$ cat src/hdl/rpn_pkg.sv
// ============================================================================
// rpn_pkg
// Shared types, request and status codes for the RPN stack engine.
// ============================================================================
package rpn_pkg;

    localparam int DATA_W            = 32;
    localparam int DEPTH_W           = 7;
    localparam int STACK_DEPTH_DEF   = 64;

    // request codes (req_type field)
    localparam logic [2:0] REQ_PUSH = 3'd0;
    localparam logic [2:0] REQ_ADD  = 3'd1;
    localparam logic [2:0] REQ_SUB  = 3'd2;
    localparam logic [2:0] REQ_MUL  = 3'd3;
    localparam logic [2:0] REQ_PEEK = 3'd4;

    // status codes
    localparam logic [1:0] ST_OK    = 2'd0;
    localparam logic [1:0] ST_EMPTY = 2'd1;
    localparam logic [1:0] ST_NOOPS = 2'd2;
    localparam logic [1:0] ST_OVER  = 2'd3;

    typedef struct packed {
        logic [2:0]               req_type;
        logic signed [DATA_W-1:0] operand_value;
    } req_t;

    typedef struct packed {
        logic signed [DATA_W-1:0] top_value;
        logic [DEPTH_W-1:0]       stack_depth;
        logic [1:0]               status;
    } rsp_t;

    // per-cell shift control
    typedef struct packed {
        logic load_above;   // take neighbor nearer the top (push; at cell 0 also an ALU result)
        logic load_below;   // take neighbor farther from the top (pop)
    } cell_ctl_t;

endpackage

$ cat src/hdl/rpn_alu.sv
// ============================================================================
// rpn_alu
// Wrapping add, subtract (second minus top) and multiply of the top two
// stack entries.
// ============================================================================
module rpn_alu (
    input  logic [2:0]                 op,
    input  logic [rpn_pkg::DATA_W-1:0] tos,
    input  logic [rpn_pkg::DATA_W-1:0] sec,
    output logic [rpn_pkg::DATA_W-1:0] result
);

    always_comb
    begin
        case (op)
            rpn_pkg::REQ_ADD: result = sec + tos;
            rpn_pkg::REQ_SUB: result = sec - tos;
            rpn_pkg::REQ_MUL: result = sec * tos;
            default:          result = sec + tos;
        endcase
    end

endmodule

$ cat config.mk
export PLATFORM = sky130hd
export DESIGN_NAME = rpn_alu
export DESIGN_NICKNAME = d
export VERILOG_FILES = /design/src/hdl/rpn_pkg.sv /design/src/hdl/rpn_alu.sv
export SDC_FILE = /design/constraint.sdc
export NUM_CORES = 1
export LEC_CHECK = 0
export BUFFER_PORTS_ARGS = -buffer_cell sky130_fd_sc_hd__buf_4
export CORE_MARGIN = 4
export CORE_UTILIZATION = 50
export DETAILED_ROUTE_END_ITERATION = 12
export PLACE_DENSITY = 0.78
export SLEW_MARGIN = 20
export SYNTH_ARGS = -nofsm -noshare
export SYNTH_HDL_FRONTEND = slang
export SYNTH_SLANG_ARGS = --single-unit
$ cat constraint.sdc
create_clock -name vclk -period 8.2
set_input_delay 0.41 -clock vclk [all_inputs]
set_output_delay 0.41 -clock vclk [all_outputs]
set_load 0.01 [all_outputs]
==> results of run 1 <==
[metrics by stage]
step | hold slack (ns) | util [%] | instance area, µm² | cells | setup slack, ns
finish | 1.51 | 54.3 | 19400 | 2603 | 0.176
global route | 1.52 | 54.2 | 19400 | 2602 | 0.000412
CTS | 1.49 | 54.1 | 19400 | 2601 | 0.193
detailed placement | 1.49 | 54.1 | 19400 | 2601 | 0.222
global placement | 1.47 | 54.1 | 19400 | 2601 | 0.206
floorplan | 1.01 | - | 18300 | 2121 | 0.604
[tightest hold or removal path: stages]
cell and delay (ns):
buf_4 0.10, nand3b_1 0.33, a21oi_1 0.13, buf_4 0.14
[layout by cell type (no fill, tap or decap), drive strengths merged, types with 4 or more instances in the layout]
| cell | Yosys | layout |
|---|---|---|
| inv | 399 | 399 |
| o21a | 9 | 9 |
| and2 | 307 | 307 |
| mux2i | 5 | 5 |
| fa | 409 | 409 |
| a211oi | 5 | 5 |
| buf | 7 | 131 |
| a211o | 5 | 5 |
| a31oi | 7 | 7 |
| a21o | 19 | 19 |
| nand2 | 275 | 275 |
| or2 | 5 | 5 |
| nand2b | 5 | 5 |
| o21bai | 13 | 13 |
| xor2 | 39 | 39 |
| a21oi | 62 | 62 |
| o211ai | 8 | 8 |
| nand4 | 5 | 5 |
| nand3 | 11 | 11 |
| xnor2 | 96 | 96 |
| o21ai | 45 | 45 |
| nor3 | 15 | 15 |
| nor4 | 12 | 12 |
| or4 | 4 | 4 |
| ha | 156 | 156 |
| or3 | 5 | 5 |
| nor2b | 5 | 5 |
| o31ai | 7 | 7 |
| nor2 | 43 | 43 |
[final cells by class]
type                            instances  area, µm²
Antenna cell                            1       2.50
Fill cell                            3201      16400
Inverter                              399       1500
Multi-Input combinational cell       1611      16400
Tap cell                              461        577
Timing Repair Buffer                  131        991
[repair_timing]
item	4_1_cts	5_1_grt
endpoints found under the setup margin	0	3
gates resized for setup	0	4
hold endpoints to repair	0	0
[final timing paths]
check / startpoint / end / slack (ns)
min: op[2] / result[29] / 1.51
max: tos[2] / result[30] / 0.18
[cells in the mapped netlist (4+ instances only)]
library cell	count	area, µm²
xnor2_1	96	841
a21oi_1	62	310
xor2_1	39	342
o21ai_0	39	195
ha_1	156	1950
fa_1	409	8190
a31oi_1	7	43.8
a211oi_1	5	37.5
o21a_1	9	67.6
o31ai_1	7	52.6
nand4_1	4	25.0
o21ai_1	5	25.0
nand2_1	275	1030
clkbuf_1	104	390
nor2b_1	5	31.3
and2_1	307	1920
mux2i_1	5	50.1
nand3_1	11	55.1
a21o_1	19	143
buf_1	5	18.8
nand2b_1	5	31.3
nor3_1	15	75.1
inv_1	399	1500
or3_1	5	31.3
o21bai_1	13	97.6
nor4_1	10	62.6
a211o_1	5	43.8
o211ai_1	7	52.6
nor2_1	43	161
[metal layers]
layer	up-vias	GRT usage (%)	routed length [µm]
li1	6444	-	-
met1	7387	35.8	20600
met2	814	45.6	24900
met3	154	5.80	5370
met4	2	10.8	2630
met5	-	0.247	12
[kinds of logic (layout without fill, tap and decap cells)]
kind of cell	count (synthesis)	count (layout)
simple gates	701	701
fa+ha+maj	565	565
buf+inv	510	530
compound gates	201	201
xor+xnor	136	136
mux	8	8
other cells	0	1
==> results.md, run 1 <==
- Routed len/inst: 20.5 µm
- Worst path required time: 7.79 ns
- WP depth: 24
- GRT overflow: 0
- Class of the worst hold path: primary input to output port
- Global-route wire length before repair: 85800 µm
- DRT Pass-1 Iters: 8
- Peak Freq: 125 MHz
- CP peak stage delay: 0.60 ns
- Initial Utilization: 51.0%
- CP endpoint kind: output port
- Layout cells sized above 1: 7.15%
- I/O Pins: 99
- HPWL after DPL: 43400 µm
- Initial antenna violation count: 3
- RSZ-0062 raised after global routing: no
- Total wire length: 53500 µm
- Adder-Cell Fraction of Synth Area: 55.5%
- Mux contribution to synthesized area: 0.479%
- Critical Path Source Type: primary input
- Number of global-route vias before repair: 16300
- Endpoint arrival time on the critical path: 7.61 ns
- GR Util All Layers: 27.6%
- Crit path cell chain: buf_4 > buf_4 > and2_1 > fa_1 > inv_1 > fa_1 > fa_1 > fa_1 > inv_1 > fa_1 > fa_1 > fa_1 > fa_1 > ha_1 > a21o_1 > a21oi_1 > o21ai_0 > a31o_2 > a41o_1 > a31oi_2 > o211ai_1 > xnor2_1 > mux2i_1 > buf_4
- Synth Net Count: 2753
- Setup Viol. Count Final: 0
- Final Hold Viols: 0
- CP Buf/Inv Count: 5
- Die area: 0.0397 mm²
- Hold Buf Count CTS: 0
- Synth Area in Compound Gates: 7.05%
- Yosys warns: 0
- Period minus WS final: 8.02 ns
- Post-route setup TNS: 0 ns
- Vias post-DR: 14800
- Setup Crit Path Kind: primary input to output port
- Slowest cell on crit path: fa_1
- Die span in x: 199 µm
- Largest family of logic cells by synthesized area: adder cells
- Status: finished, final reports clean
- Distinct cells, synth: 68
- Cell area after synthesis: 0.0183 mm²
- Max-cap violations: 0
- Cells after Synth: 2121
- Synth-to-layout area growth: 6.41%
- Syn avg cell area: 8.61 µm²
- Fin crit share: 97.9%
- Pin count of the biggest net entering global routing: 35
- Total core area: 0.0358 mm²
- Hold Path Cell Cnt: 4
- Register area: 0 µm²
- Post-synthesis sequential area ratio: 0%
- Post-DRT Antenna Nets: 0
- CP top delay family: adder cells
- Post-synthesis simple-gate area fraction: 19.8%
- Vias per cell: 5.69
- Seq cells: 0
- Postcts setup bufs: 0
- DRC viols: 0
- Clock buffer count: 0
- Final net count: 2775
- # port buffers: 99
- Crit path top cell by count: fa_1
- Xor and xnor area share after synthesis: 6.60%
- Core Rows: 69
- Max-slew headroom: 46.9%
- Initial DRC count: 1160
- GP Congestion: 1.01
- Die height: 199 µm
- Max FO, Critical Path: 18
- Slew at the pin closest to its max-slew limit: 0.790 ns
- Max Slew Vio Count: 0
Power of run 1 is not shown: default switching activity piles up to over one toggle a cycle in this logic, so the estimate is an artifact.
==> inputs of run 2 (changes only) <==
- RECOVER_POWER: default -> 25
==> results.md, run 2 (synthesis results as in run 1) <==
- Status: complete, but fails checks
- Violated checks: max-capacitance violations, max-slew violations
- Period minus WS final: 8.02 ns
- Class of the worst hold path: primary input to output port
- Most common cell after layout, fill and taps aside: fa_1
- Worst path required time: 7.79 ns
- Die span in x: 199 µm
- Slew at the pin closest to its max-slew limit: 1.64 ns
- Post-route setup TNS: 0 ns
- Worst Hold Launch: op[2]
- Vias post-DR: 14800
- Layout Cells excl Fill: 2602
- Routed len/inst: 20.5 µm
- Post-DRT Antenna Nets: 0
- Commonest non-fill, non-tap cells in the layout: fa_1, inv_1, and2_1
- Worst Slack Setup Final: 0.177 ns
- Setup WS pre-CTS: 0.222 ns
- Synth-to-layout area growth: 6.32%
- # fillers: 3207
- Max-cap violations: 1
- Total wire length: 53400 µm
- Slowest cell on crit path: fa_1
- Final net count: 2775
- CP peak stage delay: 0.60 ns
- RSZ-0062 raised after global routing: no
- Die height: 199 µm
- DRC viols: 0
- Total core area: 0.0358 mm²
- Final Hold Viols: 0
- Crit path cell chain: buf_4 > buf_4 > and2_1 > fa_1 > inv_1 > fa_1 > fa_1 > fa_1 > inv_1 > fa_1 > fa_1 > fa_1 > fa_1 > ha_1 > a21o_1 > a21oi_1 > o21ai_0 > a31o_2 > a41o_1 > a31oi_2 > o211ai_1 > xnor2_1 > mux2i_1 > buf_4
- Die area: 0.0397 mm²
- DRT Pass-1 Iters: 6
- Initial antenna violation count: 3
- Inst Count DP: 2601
- Global-route wire length before repair: 85800 µm
- Layout cells sized above 1: 6.96%
- Clock buffer count: 0
- HPWL after DPL: 43400 µm
- Max Slew Vio Count: 35
- CP endpoint kind: output port
- ANT cells: 0
- Critical path startpoint: tos[2]
- I/O Pins: 99
- Register area: 0 µm²
- Pin count of the biggest net entering global routing: 35
- Peak Freq: 125 MHz
- Initial Utilization: 51.0%
- # port buffers: 99
- Hold Buf Count CTS: 0
- Vias per cell: 5.68
- GRT overflow: 0
- GR Util All Layers: 27.6%
- Critical Path Source Type: primary input
- Seq cells: 0
- Max FO, Critical Path: 18
- Crit path top cell by count: fa_1
- Fin crit share: 97.8%
- Initial DRC count: 1134
- Multi-input logic area: 0.0164 mm²
- GP Congestion: 1.01
- Number of global-route vias before repair: 16300
- Max-slew headroom: -9.33%
- Setup Viol. Count Final: 0
- Endpoint arrival time on the critical path: 7.61 ns
- Setup Crit Path Kind: primary input to output port
- Core Rows: 69
- Min Hold Slack: 1.50 ns
[run 2: changes by cell type in the layout (fill, tap and decap cells not counted)]
cell / change
clkbuf_1: +4
diode_2: -1
buf_4: -4
[run 2: what timing repair did]
action | in CTS | in global routing
endpoints found under the hold margin | 0 | 0
endpoints found under the setup margin | 0 | 3
resized for setup | 0 | 4
setup buffers | 0 | 0
[run 2: worst paths after layout]
kind                endpoint  slack [ns]  depth (start not counted)
hold / removal    result[29]        1.50                          4
setup / recovery  result[30]        0.18                         24
[run 2: routing by layer]
layer / wire, µm / vias up / global-route usage, %
met5: 12 / - / 0.247
met4: 2700 / 2 / 10.8
met3: 5400 / 163 / 5.80
met2: 24800 / 787 / 45.6
met1: 20600 / 7393 / 35.8
li1: - / 6446 / -
[run 2: critical path: cells and delay by family]
| family | cells | cell delay (ns) |
|---|---|---|
| buffers and inverters | 5 | 0.65 |
| XOR/XNOR | 1 | 0.17 |
| AO/OA/AOI/OAI | 7 | 1.49 |
| adder cells (fa/ha/maj) | 9 | 4.50 |
| multiplexers | 1 | 0.19 |
| AND/OR/NAND/NOR | 1 | 0.18 |
[run 2: stage by stage]
step / utilization [%] / cell area, µm²
finish: 54.2 / 19400
global route: 54.2 / 19400
CTS: 54.1 / 19400
detailed placement: 54.1 / 19400
global placement: 54.1 / 19400
floorplan: - / 18300
[run 2: cell type report]
class                      instances  share of cell area, %
timing repair buffer             131                   5.03
multi-input combinational       1611                   84.3
inverter                         399                   7.71
tap                              461                   2.97
Power of run 2 is left out for the same reason.
