$ cat src/hdl/rpn_pkg.sv
// ============================================================================
// rpn_pkg
// Shared types, request and status codes for the RPN stack engine.
// ============================================================================
package rpn_pkg;

    localparam int DATA_W            = 32;
    localparam int DEPTH_W           = 7;
    localparam int STACK_DEPTH_DEF   = 64;

    // request codes (req_type field)
    localparam logic [2:0] REQ_PUSH = 3'd0;
    localparam logic [2:0] REQ_ADD  = 3'd1;
    localparam logic [2:0] REQ_SUB  = 3'd2;
    localparam logic [2:0] REQ_MUL  = 3'd3;
    localparam logic [2:0] REQ_PEEK = 3'd4;

    // status codes
    localparam logic [1:0] ST_OK    = 2'd0;
    localparam logic [1:0] ST_EMPTY = 2'd1;
    localparam logic [1:0] ST_NOOPS = 2'd2;
    localparam logic [1:0] ST_OVER  = 2'd3;

    typedef struct packed {
        logic [2:0]               req_type;
        logic signed [DATA_W-1:0] operand_value;
    } req_t;

    typedef struct packed {
        logic signed [DATA_W-1:0] top_value;
        logic [DEPTH_W-1:0]       stack_depth;
        logic [1:0]               status;
    } rsp_t;

    // per-cell shift control
    typedef struct packed {
        logic load_above;   // take neighbor nearer the top (push; at cell 0 also an ALU result)
        logic load_below;   // take neighbor farther from the top (pop)
    } cell_ctl_t;

endpackage

$ cat src/hdl/rpn_cell.sv
// ============================================================================
// rpn_cell
// One stack entry. Loads from the neighbor above on a push, from the
// neighbor below on a pop, otherwise holds.
// ============================================================================
module rpn_cell (
    input  logic                       clk,
    input  rpn_pkg::cell_ctl_t         ctl,
    input  logic [rpn_pkg::DATA_W-1:0] above,
    input  logic [rpn_pkg::DATA_W-1:0] below,
    output logic [rpn_pkg::DATA_W-1:0] value
);

    logic [rpn_pkg::DATA_W-1:0] value_reg;
    logic [rpn_pkg::DATA_W-1:0] value_next;

    always_comb
    begin
        value_next = value_reg;
        if (ctl.load_above)
        begin
            value_next = above;
        end
        else if (ctl.load_below)
        begin
            value_next = below;
        end
    end

    always_ff @(posedge clk)
    begin
        value_reg <= value_next;
    end

    assign value = value_reg;

endmodule

$ cat config.mk
export PLATFORM = sky130hd
export DESIGN_NAME = rpn_cell
export DESIGN_NICKNAME = d
export VERILOG_FILES = /design/src/hdl/rpn_pkg.sv /design/src/hdl/rpn_cell.sv
export SDC_FILE = /design/constraint.sdc
export NUM_CORES = 1
export LEC_CHECK = 0
export BUFFER_PORTS_ARGS = -buffer_cell sky130_fd_sc_hd__clkbuf_2
export CAP_MARGIN = 20
export CELL_PAD_IN_SITES_DETAIL_PLACEMENT = 1
export CELL_PAD_IN_SITES_GLOBAL_PLACEMENT = 2
export CORE_MARGIN = 5
export CORE_UTILIZATION = 29
export CTS_CLUSTER_SIZE = 12
export DETAILED_ROUTE_END_ITERATION = 8
export PLACE_DENSITY = 0.86
export SLEW_MARGIN = 20
export SYNTH_ARGS = -nofsm -noshare
export SYNTH_HDL_FRONTEND = slang
export SYNTH_SLANG_ARGS = --single-unit
$ cat constraint.sdc
create_clock -name clk -period 3.31 [get_ports clk]
set_input_delay 0.331 -clock clk [delete_from_list [all_inputs] [get_ports clk]]
set_output_delay 0.331 -clock clk [all_outputs]
set_load 0.005 [all_outputs]
==> results of run 1 <==
per-stage QoR:
stage	area (µm²)	std cells
after floorplan	1508	69
after global placement	2037	236
after detailed placement	2037	236
after CTS	2143	244
after global routing	2143	244
final	2143	244
synthesized netlist by cell type, drive strengths merged:
cell type and count:
or2 1, buf 4, mux2 32, edfxtp 32
final cells by class:
cell class | instances | area, µm² | area share [%]
repair buffers | 101 | 513.0 | 23.93
clock buffers | 5 | 68.82 | 3.211
well taps | 70 | 87.58 | 4.086
flip-flops and latches | 32 | 960.9 | 44.83
multi-input cells | 33 | 475.5 | 22.18
clock inverters | 3 | 37.54 | 1.751
worst paths after layout:
kind / end / cells past startpoint
setup / recovery: value[0] / 3
hold / removal: value[2] / 2
layer usage:
metal | up-vias | track usage, % | part of all wire [%]
met5 | - | 0 | 0
li1 | 475 | - | -
met2 | 64 | 18.82 | 53
met3 | 6 | 6.399 | 13
met1 | 472 | 9.979 | 33
met4 | 0 | 4.485 | 1.2
where the power goes:
| group | internal [mW] | switching [mW] |
|---|---|---|
| Clock | 0.219 | 0.135 |
| Sequential | 0.498 | 0.0124 |
| Combinational | 0.101 | 0.0602 |
| Total | 0.818 | 0.207 |
cell families after synthesis:
family | count (synthesis) | share of synthesized area, %
DFF | 32 | 63.73
buffers and inverters | 4 | 4.730
muxes | 32 | 31.12
and+or+nand+nor | 1 | 0.4152
==> reports/qor.log, run 1 <==
qor: clocking.clkTransAtPathRegs 0.07 ns
qor: sta.hold-worst-slack 0.3515 ns
qor: setup_path.crit_path_cell_trace clkbuf_2 > buf_4 > mux2_4
qor: clocking.cts.repair.resized 0
qor: synthesis.syn-cell-area 1508 µm²
qor: route.drt-wirelength-per-cell 14.74 µm
qor: setup_path.crit_arrival 1.56 ns
qor: setup_path.setup.worst_path.start_class input port
qor: sta.post-route-period-util 46.47%
qor: setup_path.critical_path_s_slowest_cell sky130_fd_sc_hd__clkbuf_2
qor: pwr.power.density 478.2 nW/µm²
qor: global_routing.grt_remaining_overflow 0
qor: sta.finalSetupViolCount 0
qor: place.place.gp.congestion 0.6456
qor: final_layout.area_growth_syn_to_layout 42.16%
qor: final_layout.largest_register_ff_count 32
qor: sta.number_of_hold_violations_in_the_final_report 0
qor: synthesis.yosysWarnings 0
qor: global_routing.antenna_found_initial 0
qor: final_layout.layout_commonest_cell sky130_fd_sc_hd__clkbuf_2
qor: clocking.cts_setup_buffers 0
qor: clocking.cts_buffers 5
qor: route.finalWirelength 3.596 mm
qor: setup_path.setup.worst_path.start ctl[1]
qor: clocking.cts.sinks 32
qor: route.ant_nets 0
qor: pwr.maximum_resistive_drop_on_vdd 0.2010 mV
qor: final_layout.layout.core_utilization 42.23%
qor: sta.fmax 650.1 MHz
qor: place.detailed_place_hpwl 3.042 mm
qor: sta.layout_min_cycle_time 1.538 ns
qor: route.post_detailed_route_drc_marker_count 0
qor: final_layout.num-nets-final 240
qor: setup_path.setup.worst_path.class input port to flip-flop
qor: synthesis.postSynthNetCount 136
qor: route.detail_route.vias_per_cell 4.168
qor: setup_path.timing.critical_path.to_type flip-flop
qor: die.floorplan.die.height 82.11 µm
qor: die.ios 99
qor: final_layout.fillerInstances 568
qor: route.dr.pass1.iters 2
qor: outcome.run_status finished clean
qor: clocking.count_of_hold_fix_buffers_inserted_at_cts 0
qor: route.detail_route.iter0.violations 11
qor: setup_path.crit_path_max_fanout 20
qor: die.num_rows 26
qor: worst_hold_path.holdCritStartpoint below[2]
qor: global_routing.grt_pass1_vias 1137
qor: synthesis.synthDominantAreaCellType sky130_fd_sc_hd__edfxtp_1
qor: sta.worst_pin_slew 0.6508 ns
qor: synthesis.synthesis.area_per_instance 21.85 µm²
qor: global_routing.grt_start_max_net_pins 21
qor: setup_path.worst-path-buf-inv 2
qor: clocking.clock_tree.buffer_depth 2
qor: worst_hold_path.hold_path.class input port to flip-flop
qor: place.buffer_ports.inserted 98
qor: synthesis.yosys-top-cells-area sky130_fd_sc_hd__edfxtp_1, sky130_fd_sc_hd__mux2_4, sky130_fd_sc_hd__buf_12, sky130_fd_sc_hd__mux2_2, sky130_fd_sc_hd__buf_6
qor: sta.timing.final.ws_setup 1.772 ns
qor: clocking.cts_tree yes
qor: die.design.core.area 5075 µm²
qor: die.floorplan.die_area 6741 µm²
qor: final_layout.final_cell_mix sky130_fd_sc_hd__clkbuf_2, sky130_fd_sc_hd__edfxtp_1, sky130_fd_sc_hd__mux2_4
qor: synthesis.synth.ff_latch_count 32
qor: clocking.number_of_h_tree_levels 2
qor: clocking.ctsRootBufferMaster sky130_fd_sc_hd__clkbuf_8
qor: global_routing.groute.usage.overall 10.70%
qor: synthesis.ys_seq_area_share 63.73%
qor: final_layout.number_of_diodes_added_for_antenna_fixing 0
qor: sta.drv_slew 0
qor: global_routing.grt_pass1_wl 5.147 mm
qor: pwr.leakagePower 1.052 nW
qor: pwr.totalPowerFinal 1.025 mW
qor: run.maxCapViolations 0
qor: route.vias 1017
qor: sta.grt_setup_unrepaired false
qor: die.die_w 82.11 µm
qor: sta.setup_total_negative_slack 0 ns
qor: die.initial_core_utilization 29.71%
qor: sta.slew-limit-headroom 56.61%
qor: synthesis.synth.lib_cells_used.distinct 6
qor: synthesis.yosys.area.top_type_share 63.73%
qor: synthesis.syn_inst 69
qor: place.dpl_worst_slack 1.451 ns
qor: final_layout.fraction_of_layout_instances_using_a_drive_strength_above_1 79.89%
qor: setup_path.timing.critical_path.required 3.33 ns
qor: setup_path.worst_path_dominant_cell_family buffers and inverters
qor: setup_path.critical-path-max-stage-delay 0.50 ns
Note: power is estimated with default switching activity, not from simulation.
==> run 2: changes to the inputs <==
--- a/config.mk
+++ b/config.mk
@@ -5,15 +5,16 @@
 export SDC_FILE = /design/constraint.sdc
 export NUM_CORES = 1
 export LEC_CHECK = 0
+export ABC_AREA = 1
 export BUFFER_PORTS_ARGS = -buffer_cell sky130_fd_sc_hd__clkbuf_2
 export CAP_MARGIN = 20
 export CELL_PAD_IN_SITES_DETAIL_PLACEMENT = 1
 export CELL_PAD_IN_SITES_GLOBAL_PLACEMENT = 2
 export CORE_MARGIN = 5
-export CORE_UTILIZATION = 29
+export CORE_UTILIZATION = 22
 export CTS_CLUSTER_SIZE = 12
 export DETAILED_ROUTE_END_ITERATION = 8
-export PLACE_DENSITY = 0.86
+export PLACE_DENSITY = 0.8
 export SLEW_MARGIN = 20
 export SYNTH_ARGS = -nofsm -noshare
 export SYNTH_HDL_FRONTEND = slang
==> constraint.sdc (replaced) <==
create_clock -name clk -period 1.5 [get_ports clk]
set_input_delay 0.15 -clock clk [delete_from_list [all_inputs] [get_ports clk]]
set_output_delay 0.15 -clock clk [all_outputs]
set_load 0.005 [all_outputs]
==> reports/qor.log, run 2 <==
qor: outcome.run_status finished clean
qor: clocking.cts_buffers 5 [unchanged]
qor: die.design.core.area 6277 µm² [+24%]
qor: route.detail_route.iter0.violations 55 [+44]
qor: setup_path.timing.critical_path.to_type flip-flop
qor: setup_path.setup.worst_path.start_class input port
qor: sta.fmax 1048 MHz
qor: synthesis.ys_async_sr_fraction 0% [unchanged]
qor: sta.number_of_hold_violations_in_the_final_report 0 [unchanged]
qor: place.detailed_place_hpwl 3.134 mm [+3.0%]
qor: final_layout.final_cell_mix sky130_fd_sc_hd__clkbuf_2, sky130_fd_sc_hd__nand2_1, sky130_fd_sc_hd__edfxtp_1
qor: clocking.ctsRootBufferMaster sky130_fd_sc_hd__clkbuf_8
qor: global_routing.global_routing_usage_on_met2 18.29% [-0.53 points]
qor: final_layout.number_of_diodes_added_for_antenna_fixing 0 [unchanged]
qor: die.floorplan.die_area 8066 µm² [+20%]
qor: synthesis.synthDominantAreaCellType sky130_fd_sc_hd__edfxtp_1
qor: final_layout.layoutNonFillerInstCount 313 [+28%]
qor: clocking.cts_setup_buffers 0 [unchanged]
qor: sta.drv_slew 0 [unchanged]
qor: synthesis.syn-cell-area 1401 µm² [-7.1%]
qor: route.vias 1246 [+23%]
qor: synthesis.synthesis.area_per_instance 10.23 µm² [-53%]
qor: final_layout.layout.core_utilization 31.95% [-10 points]
qor: synthesis.yosys.area.top_type_share 68.57% [+4.8 points]
qor: synthesis.postSynthNetCount 204 [+50%]
qor: synthesis.yosys-top-cells-area sky130_fd_sc_hd__edfxtp_1, sky130_fd_sc_hd__nand2_1, sky130_fd_sc_hd__buf_6, sky130_fd_sc_hd__buf_4, sky130_fd_sc_hd__inv_4
qor: setup_path.crit_arrival 0.85 ns [-0.71 ns]
qor: final_layout.area_growth_syn_to_layout 43.12%
qor: route.dr.pass1.iters 3 [+1]
qor: synthesis.yosysWarnings 0 [unchanged]
qor: synthesis.synth.lib_cells_used.distinct 6 [unchanged]
qor: clocking.cts_tree yes
qor: clocking.number_of_h_tree_levels 2 [unchanged]
qor: setup_path.critical-path-max-stage-delay 0.61 ns [+0.11 ns]
qor: die.floorplan.die.height 89.81 µm [+9.4%]
qor: place.place.gp.congestion 0.7070 [+9.5%]
qor: clocking.cts.repair.resized 0 [unchanged]
qor: global_routing.busiest_layer met2
qor: die.ios 99 [unchanged]
qor: sta.slew-limit-headroom 48.70% [-7.9 points]
qor: synthesis.synth_flop_cell sky130_fd_sc_hd__edfxtp_1
qor: clocking.clkTransAtPathRegs 0.07 ns [about the same]
qor: route.detail_route.vias_per_cell 3.981 [-4.5%]
qor: global_routing.grt_pass1_vias 1447 [+27%]
qor: global_routing.groute.usage.overall 10.38% [-0.32 points]
qor: global_routing.antenna_found_initial 0 [unchanged]
qor: setup_path.crit_path_max_fanout 32 [+60%]
qor: sta.worst_pin_slew 0.7696 ns [+0.1187 ns]
qor: die.initial_core_utilization 22.32% [-7.4 points]
qor: global_routing.grt_pass1_wl 6.837 mm [+33%]
qor: global_routing.grt_start_max_net_pins 34 [+62%]
qor: setup_path.setup.worst_path.class input port to flip-flop
qor: route.drt-wirelength-per-cell 12.85 µm [-13%]
qor: place.numPlacedInstances 306 [+30%]
qor: worst_hold_path.hold_path.class input port to flip-flop
qor: final_layout.largest_register_ff_count 32 [unchanged]
qor: setup_path.critical_path_s_slowest_cell sky130_fd_sc_hd__or2_2
qor: final_layout.num-nets-final 303 [+26%]
qor: route.post_detailed_route_drc_marker_count 0 [unchanged]
qor: global_routing.grt_use_met3 4.758% [-1.6 points]
qor: sta.post-route-period-util 63.59%
qor: pwr.internal_power 1.567 mW [+92%]
qor: sta.grt_setup_unrepaired false
qor: final_layout.layout_commonest_cell sky130_fd_sc_hd__clkbuf_2
qor: pwr.net_switching_power_figure 0.4819 mW [+130%]
qor: synthesis.syn_inst 137 [+99%]
qor: clocking.cts.sinks 32 [unchanged]
qor: sta.setup_total_negative_slack 0 ns [unchanged]
qor: pwr.leakagePower 1.072 nW [+1.9%]
qor: global_routing.grt_remaining_overflow 0 [unchanged]
qor: synthesis.synth.ff_latch_count 32 [unchanged]
qor: setup_path.timing.critical_path.required 1.40 ns [-1.93 ns]
qor: final_layout.fillerInstances 777 [+37%]
qor: synthesis.number_of_flops_mapped_to_enable_cells_by_yosys 32 [unchanged]
qor: run.maxCapViolations 0 [unchanged]
qor: pwr.p_sw_share 23.52% [+3.3 points]
qor: pwr.power.density 1021 nW/µm² [+110%]
qor: sta.hold-worst-slack 0.1350 ns [-0.2165 ns]
qor: setup_path.worst-path-buf-inv 1 [-1]
qor: global_routing.groute.layer.met1.usage 10.87% [+0.89 points]
qor: sta.finalSetupViolCount 0 [unchanged]
qor: pwr.part_of_the_total_power_dissipated_in_combinational_logic 15.1% [-0.6 points]
qor: synthesis.synth.cells.most_frequent sky130_fd_sc_hd__nand2_1, sky130_fd_sc_hd__edfxtp_1, sky130_fd_sc_hd__buf_6
qor: route.finalWirelength 4.021 mm [+12%]
qor: route.ant_nets 0 [unchanged]
qor: setup_path.worst_path_dominant_cell_family simple AND/OR/NAND/NOR gates
qor: setup_path.crit_path_cell_trace clkbuf_2 > or2_2
qor: die.die_w 89.81 µm [+9.4%]
qor: clocking.clock_tree.buffer_depth 2 [unchanged]
qor: pwr.power.share.clock 30.0% [-4.5 points]
qor: final_layout.fraction_of_layout_instances_using_a_drive_strength_above_1 45.34% [-35 points]
qor: sta.layout_min_cycle_time 0.9538 ns
qor: die.num_rows 29 [+12%]
qor: place.buffer_ports.inserted 98 [unchanged]
qor: pwr.maximum_resistive_drop_on_vdd 0.2627 mV [+31%]
qor: synthesis.synth.most_common_cell sky130_fd_sc_hd__nand2_1
qor: clocking.count_of_hold_fix_buffers_inserted_at_cts 0 [unchanged]
qor: synthesis.ys_seq_area_share 68.57% [+4.8 points]
qor: pwr.sequentialPowerShare 54.9% [+5.1 points]
run 2: cell types whose count changed after synthesis:
cell / change
sky130_fd_sc_hd__inv_4: +1
sky130_fd_sc_hd__or2_2: +1
sky130_fd_sc_hd__mux2_4: -29
sky130_fd_sc_hd__or2_1: -1
sky130_fd_sc_hd__buf_12: -3
sky130_fd_sc_hd__buf_6: +3
sky130_fd_sc_hd__buf_4: +3
sky130_fd_sc_hd__nand2_1: +96
sky130_fd_sc_hd__mux2_2: -3
run 2: worst min-delay path: stages:
cell	delay, ns
sky130_fd_sc_hd__clkbuf_2	0.07
sky130_fd_sc_hd__nand2_1	0.04
sky130_fd_sc_hd__nand2_1	0.04
run 2: worst paths after layout:
kind              startpoint         to  slack, ns  cells past startpoint
hold / removal      below[5]   value[5]       0.13                      3
setup / recovery      ctl[1]  value[25]       0.55                      2
run 2: final cells by class:
type	count	area (µm²)	share of cell area [%]
clock inverter	1	5.005	0.2495
multi-input combinational	97	366.6	18.28
clock buffer	6	72.57	3.618
inverter	1	6.256	0.3119
sequential	32	960.9	47.91
timing repair buffer	99	498.0	24.83
tap	77	96.34	4.804
run 2: cell families (layout without fill, tap and decap cells):
kind of cell	after synthesis	after routing	synth area share, %
and+or+nand+nor	97	97	26.16
DFF	32	32	68.57
buffers and inverters	8	107	5.268
run 2: power groups by stage:
stage	clock network, mW	logic, mW	registers [mW]
floorplan	0	0.106	1.16
global placement	0	0.315	1.14
detailed placement	0	0.321	1.15
CTS	0.646	0.321	1.13
global route	0.689	0.355	1.14
finish	0.614	0.309	1.13
run 2: stage by stage:
step | power (mW) | setup slack, ns | cell area [µm²]
after floorplan | 1.263 | 0.3897 | 1401
after global placement | 1.459 | 0.2461 | 1928
after detailed placement | 1.469 | 0.2129 | 1928
after CTS | 2.097 | 0.5154 | 2006
after global routing | 2.180 | 0.4620 | 2006
final | 2.049 | 0.5462 | 2006
run 2: routing by layer:
layer  wire [µm]  up-vias
met5           0        -
met1        1511      560
met2        2113       52
met4          19        0
li1            -      632
met3         378        2
